### src/cpu85_ram.sv
module cpu85_ram #(
    parameter int DEPTH = 256,
    parameter int ABITS = $clog2(DEPTH),
    parameter int WIDTH = 8
) (
    input  logic             clk,
    input  logic             en,
    input  logic             we,
    input  logic [ABITS-1:0] addr,
    input  logic [WIDTH-1:0] wdata,
    output logic [WIDTH-1:0] rdata
);

    logic [WIDTH-1:0] mem [DEPTH];
    logic [WIDTH-1:0] rdata_reg;

    // Single port, read data holds when not read
    always_ff @(posedge clk)
    begin
        if (en)
        begin
            if (we)
                mem[addr] <= wdata;
            else
                rdata_reg <= mem[addr];
        end
    end

    assign rdata = rdata_reg;

endmodule

### config.mk
export PLATFORM = sky130hd
export DESIGN_NAME = cpu85_ram
export DESIGN_NICKNAME = d
export VERILOG_FILES = /design/src/cpu85_ram.sv
export SDC_FILE = /design/constraint.sdc
export NUM_CORES = 2
export LEC_CHECK = 0
export ABC_CLOCK_PERIOD_IN_PS = 3110
export BUFFER_PORTS_ARGS = -buffer_cell sky130_fd_sc_hd__buf_2
export CAP_MARGIN = 20
export CELL_PAD_IN_SITES_DETAIL_PLACEMENT = 2
export CELL_PAD_IN_SITES_GLOBAL_PLACEMENT = 2
export CORE_AREA = 2 2 477 479
export CTS_CLUSTER_SIZE = 10
export DETAILED_ROUTE_END_ITERATION = 8
export DIE_AREA = 0 0 479 481
export GPL_TIMING_DRIVEN = 0
export PLACE_DENSITY_LB_ADDON = 0.1
export SETUP_SLACK_MARGIN = 0.3
export SYNTH_ARGS = -nofsm -noshare
export SYNTH_HDL_FRONTEND = slang
export SYNTH_SLANG_ARGS = --single-unit
### constraint.sdc
create_clock -name clk -period 3.11 [get_ports clk]
set_clock_uncertainty 0.1 [all_clocks]
set_input_delay 0.311 -clock clk [delete_from_list [all_inputs] [get_ports clk]]
set_output_delay 0.311 -clock clk [all_outputs]
set_load 0.03 [all_outputs]
## Yosys cells after proc, flatten, opt, wreduce, memory -nomap -nowiden

Memory sizes are Yosys's and may differ from the RTL's. A register that Yosys moved wholly into a read port is not among the register bits.
Cells that the tools add are included.

| storage, ports and cells | value |
|---|---|
| register bits after elaboration | 0 |
| bits in writable memories | 2048 |
| output and inout bits | 8 |
| memories | 1 |

Memories:

| name | words | width | read ports | clocked after memory_dff | wr ports | line | source |
|---|---|---|---|---|---|---|---|
| mem | 256 | 8 | 1 | 1 | 1 | 14 | `logic [WIDTH-1:0] mem [DEPTH];` |

| cells by class | value |
|---|---|
| multiplexer cells | 3 |
| bitwise gates (word level) | 1 |
| reductions and logical operators | 1 |

Operators with widths:

| cell | count |
|---|---|
| 2-to-1 mux 1 bit | 3 |
| AND reduction 2 bit | 1 |
| inverter 1 bit | 1 |

## Logic depth before layout (Yosys ltp)

| logic depth | value |
|---|---|
| word-level depth | 3 |
| depth in mapped cells | 9 |
| mapped depth without buffers | 5 |

## Worst setup path before layout

OpenSTA, ideal clock, no wires.

| timing path | value |
|---|---|
| path kind | input-to-reg |
| start | input addr[0] |
| end | memory mem[117][0] (enable) |
| arrival | 2236 ps |
| data required time | 2640 ps |
| slack | 404 ps |
| stages | 8 |
| path through | buf_2 buf_6 buf_2 buf_2 nor3b_1 nand2_1 clkbuf_1 nor2_1 |

RTL lines:

| element | line | source |
|---|---|---|
| start, declared | 9 | `input logic [ABITS-1:0] addr,` |
| end, declared | 14 |  |

No word-level cell before the write port.

## Final worst setup path

| timing path | value |
|---|---|
| start | input addr[4] |
| end | memory mem[111][6] (enable) |

No word-level cell before the write port.

==> impl_summary.md <==
Clocking
The clock-pin slew on the worst setup and hold paths is 0.06 ns. CTS placed an instance of sky130_fd_sc_hd__clkbuf_16 at the clock tree root. The largest buffer count on any clock path is 3.

The number of buffers created by CTS is 233. The H-tree depth reported by CTS is 4. The clock net sink count is 2056. For the worst-skew pair, the clock arrives at the later sink with an insertion delay of 0.88 ns. The CTS tree is built.

Layout
The count of fill cells added during filler insertion is 20.6k. The library cell used most frequently in the layout, excluding fill and tap cells, is sky130_fd_sc_hd__edfxtp_1. Relative to the synthesized area, the layout overhead comes to 16.8%. In the final layout, the share of cells above drive strength 1 is 30.2%. At the end of the flow the core is filled with cells to 40.5%.

The final layout contains 3869 nets. The library cells used most frequently in the layout, excluding fill and tap cells, are 2056 x sky130_fd_sc_hd__edfxtp_1, 512 x sky130_fd_sc_hd__mux4_2, 243 x sky130_fd_sc_hd__a22oi_1, 237 x sky130_fd_sc_hd__clkbuf_16, 135 x sky130_fd_sc_hd__clkbuf_1. The number of flip-flops under the largest register name is 2048. The number of standard cells in the final layout excluding fillers is 6948.

Place
Routability-driven placement finished with a final weighted congestion of 0.807. The placed wire-length estimate after detailed placement is 176000 um. In this run the tool buffered the top-level ports with 24 buffer cells. Including well taps, the total number of placed cells is 6610.

Critical path
The type of the worst setup path is input pin to flop. Together, buffers and inverters on the worst path number 3. The critical path goes through buf_2, buf_1, nor2b_1, nand2_1, clkbuf_1, nor2_2. The arrival time of data at the critical path endpoint is 3.41 ns. The endpoint type of the worst setup path is a flop. Among cell families on the critical path, the largest total delay comes from buffers and inverters. The required time at the endpoint of the critical path is 3.54 ns.

The peak fanout along the critical path is 10. The peak per-stage delay on the critical path is 0.92 ns. The library cell contributing the largest single delay on the critical path is sky130_fd_sc_hd__clkbuf_1. STA classifies the critical path startpoint as an input pin.

Floorplan
The placeable core region is 226000 um^2. The die height is 481 um. The floorplan has 175 rows. The overall die area is 230000 um^2. The chip width is 479 um. The initial utilization of the core area, before any placement, comes to 34.7%. The number of top-level design ports is 27.

Detailed routing
The via density per instance is 5.54. The total wirelength of the detailed-routed design is 261000 um. The number of violations reported at the end of detailed-routing iteration 0 is 4208. For this run, design rule violations remaining after detail routing come to 0. For this run, the detailed router's first-pass iteration total came to 5. After detailed routing, the average wire length per cell comes to 37.5 um. The number of nets still failing antenna checks after routing is 0.

Across all layers, the routed design uses 38.5k vias.

Global routing
The via count of the first global-routing pass is 41.5k. Global routing used 22.8% of the available tracks across all layers. The number of antenna violations at the first check in global routing is 15.

Entering global routing, the biggest net connects 139 pins. The first global-routing pass estimated 358000 um of wire. The total global routing overflow is 0.

Pwr
The maximum vdd ir drop is 0.448 mV. Power spread over the standard cell area amounts to 634 nW/um^2. Summed over all cells, the static leakage comes to 27.3 nW.

Synthesis
The fraction of post-synthesis cell area in the top cell type by area is 78.8%. The average instance in the mapped netlist occupies 22.2 um^2. The largest total area in the synthesized netlist belongs to sky130_fd_sc_hd__edfxtp_1. Yosys attributes the largest share of cell area to sky130_fd_sc_hd__edfxtp_1 79%, sky130_fd_sc_hd__mux4_2 15%, sky130_fd_sc_hd__a22oi_1 2.5%, sky130_fd_sc_hd__nor2_1 1.2%, sky130_fd_sc_hd__a21oi_1 0.82%.

The netlist uses 21 different library cells. The register bit count reported by yosys is 2056. The number of nets in the synthesized netlist is 3545.

The cell area after technology mapping is 78400 um^2. Counting every instance in the synthesized netlist gives 3526. The fraction of the yosys area taken by sequential cells is 78.8%. For this run, the number of Yosys warnings is 0.

STA
The final hold slack is 0.331 ns. Headroom to the max-slew limit came out at 9.24%. Timing would allow up to 336 MHz. In the finished design, the share of the clock period the worst path needs comes to 95.8%. The number of setup violations in the final report is 0.

The final hold violation count is 0. The total count of max-transition violations in the final report was 0. At the pin with the least slew margin, the transition time is 1.36 ns.

The minimum clock period after layout is 2.98 ns. Setup repair after global routing could not meet its margin everywhere.

Status
The flow ran to the end, and the final reports show no timing, DRC or antenna violations.

Flow run
The max-cap check violation count is 0.

Hold path
The worst hold path belongs to the class input pin to flop.
repair_timing:
item,CTS,global route
pin swaps,0,1
setup buffers,0,2
resized for setup,314,127
setup endpoints to repair,2056,1005
hold buffers,9,1
hold endpoints to repair,535,8
stage by stage:
step	instance area [um^2]	TNS (ns)	total power [mW]	worst slack, ns
2_1_floorplan	78400	0	32.4	0.404
3_3_place_gp	82300	-	34.1	-3.83
3_5_place_dp	83600	-3486.80	34.1	-2.30
4_1_cts	91100	0	58.6	0.100
5_1_grt	91500	0	59.7	0.148
6_report	91500	0	58.0	0.131
final cells by class:
class | instances | area (um^2) | share of cell area (%)
tap | 3009 | 3760 | 4.11
multi-input combinational | 1245 | 16900 | 18.4
clock inverter | 37 | 287 | 0.313
clock buffer | 285 | 6110 | 6.68
timing repair buffer | 89 | 1520 | 1.67
antenna | 2 | 5.00 | 0.00547
sequential | 2056 | 61700 | 67.5
buffer | 225 | 1200 | 1.32
cell families after synthesis:
kind of cell | count (synthesis) | synth area share, %
buf+inv | 225 | 1.28
compound gates | 416 | 3.63
flops | 2056 | 78.8
simple gates | 317 | 1.61
mux | 512 | 14.7
synthesized netlist by cell type (all sizes together):
master  number
nand2       30
mux4       512
nor2       259
nand4        8
nand3        4
and4         1
a22oi      256
edfxtp    2056
nor3b        2
nand2b       2
o41ai       32
clkbuf     143
nor3         1
nor2b        7
buf         82
and2         2
or2          1
a21oi      128
final timing paths:
path	start	endpoint	slack, ns	cells past startpoint
max	addr[4]	mem[111][6]$_DFFE_PP_	0.13	6
max reg2reg	mem[174][6]$_DFFE_PP_	rdata[6]$_DFFE_PP_	0.34	5
min	wdata[7]	mem[205][7]$_DFFE_PP_	0.33	2
min reg2reg	mem[242][5]$_DFFE_PP_	rdata[5]$_DFFE_PP_	1.02	5
report_power, final:
group | switching, mW | internal [mW]
Sequential | 0.0188 | 30.5
Clock | 10.9 | 13.6
Combinational | 2.06 | 0.949
Total | 13.0 | 45.1
routing by layer:
| metal | routed length [um] | global-route usage [%] | vias to the layer above |
|---|---|---|---|
| met3 | 12300 | 3.19 | 327 |
| met4 | 7680 | 6.27 | 4 |
| li1 | - | - | 15600 |
| met1 | 114000 | 31.6 | 21500 |
| met5 | 14 | 0 | - |
| met2 | 127000 | 37.6 | 1042 |
worst register-to-register path, delay by kind of cell, from the launching register on:
| family | cells | cell delay (ns) |
|---|---|---|
| simple gates | 1 | 0.22 |
| mux | 1 | 0.54 |
| flops | 1 | 0.36 |
| compound gates | 3 | 1.27 |
Power figures use the tool's default switching activity.
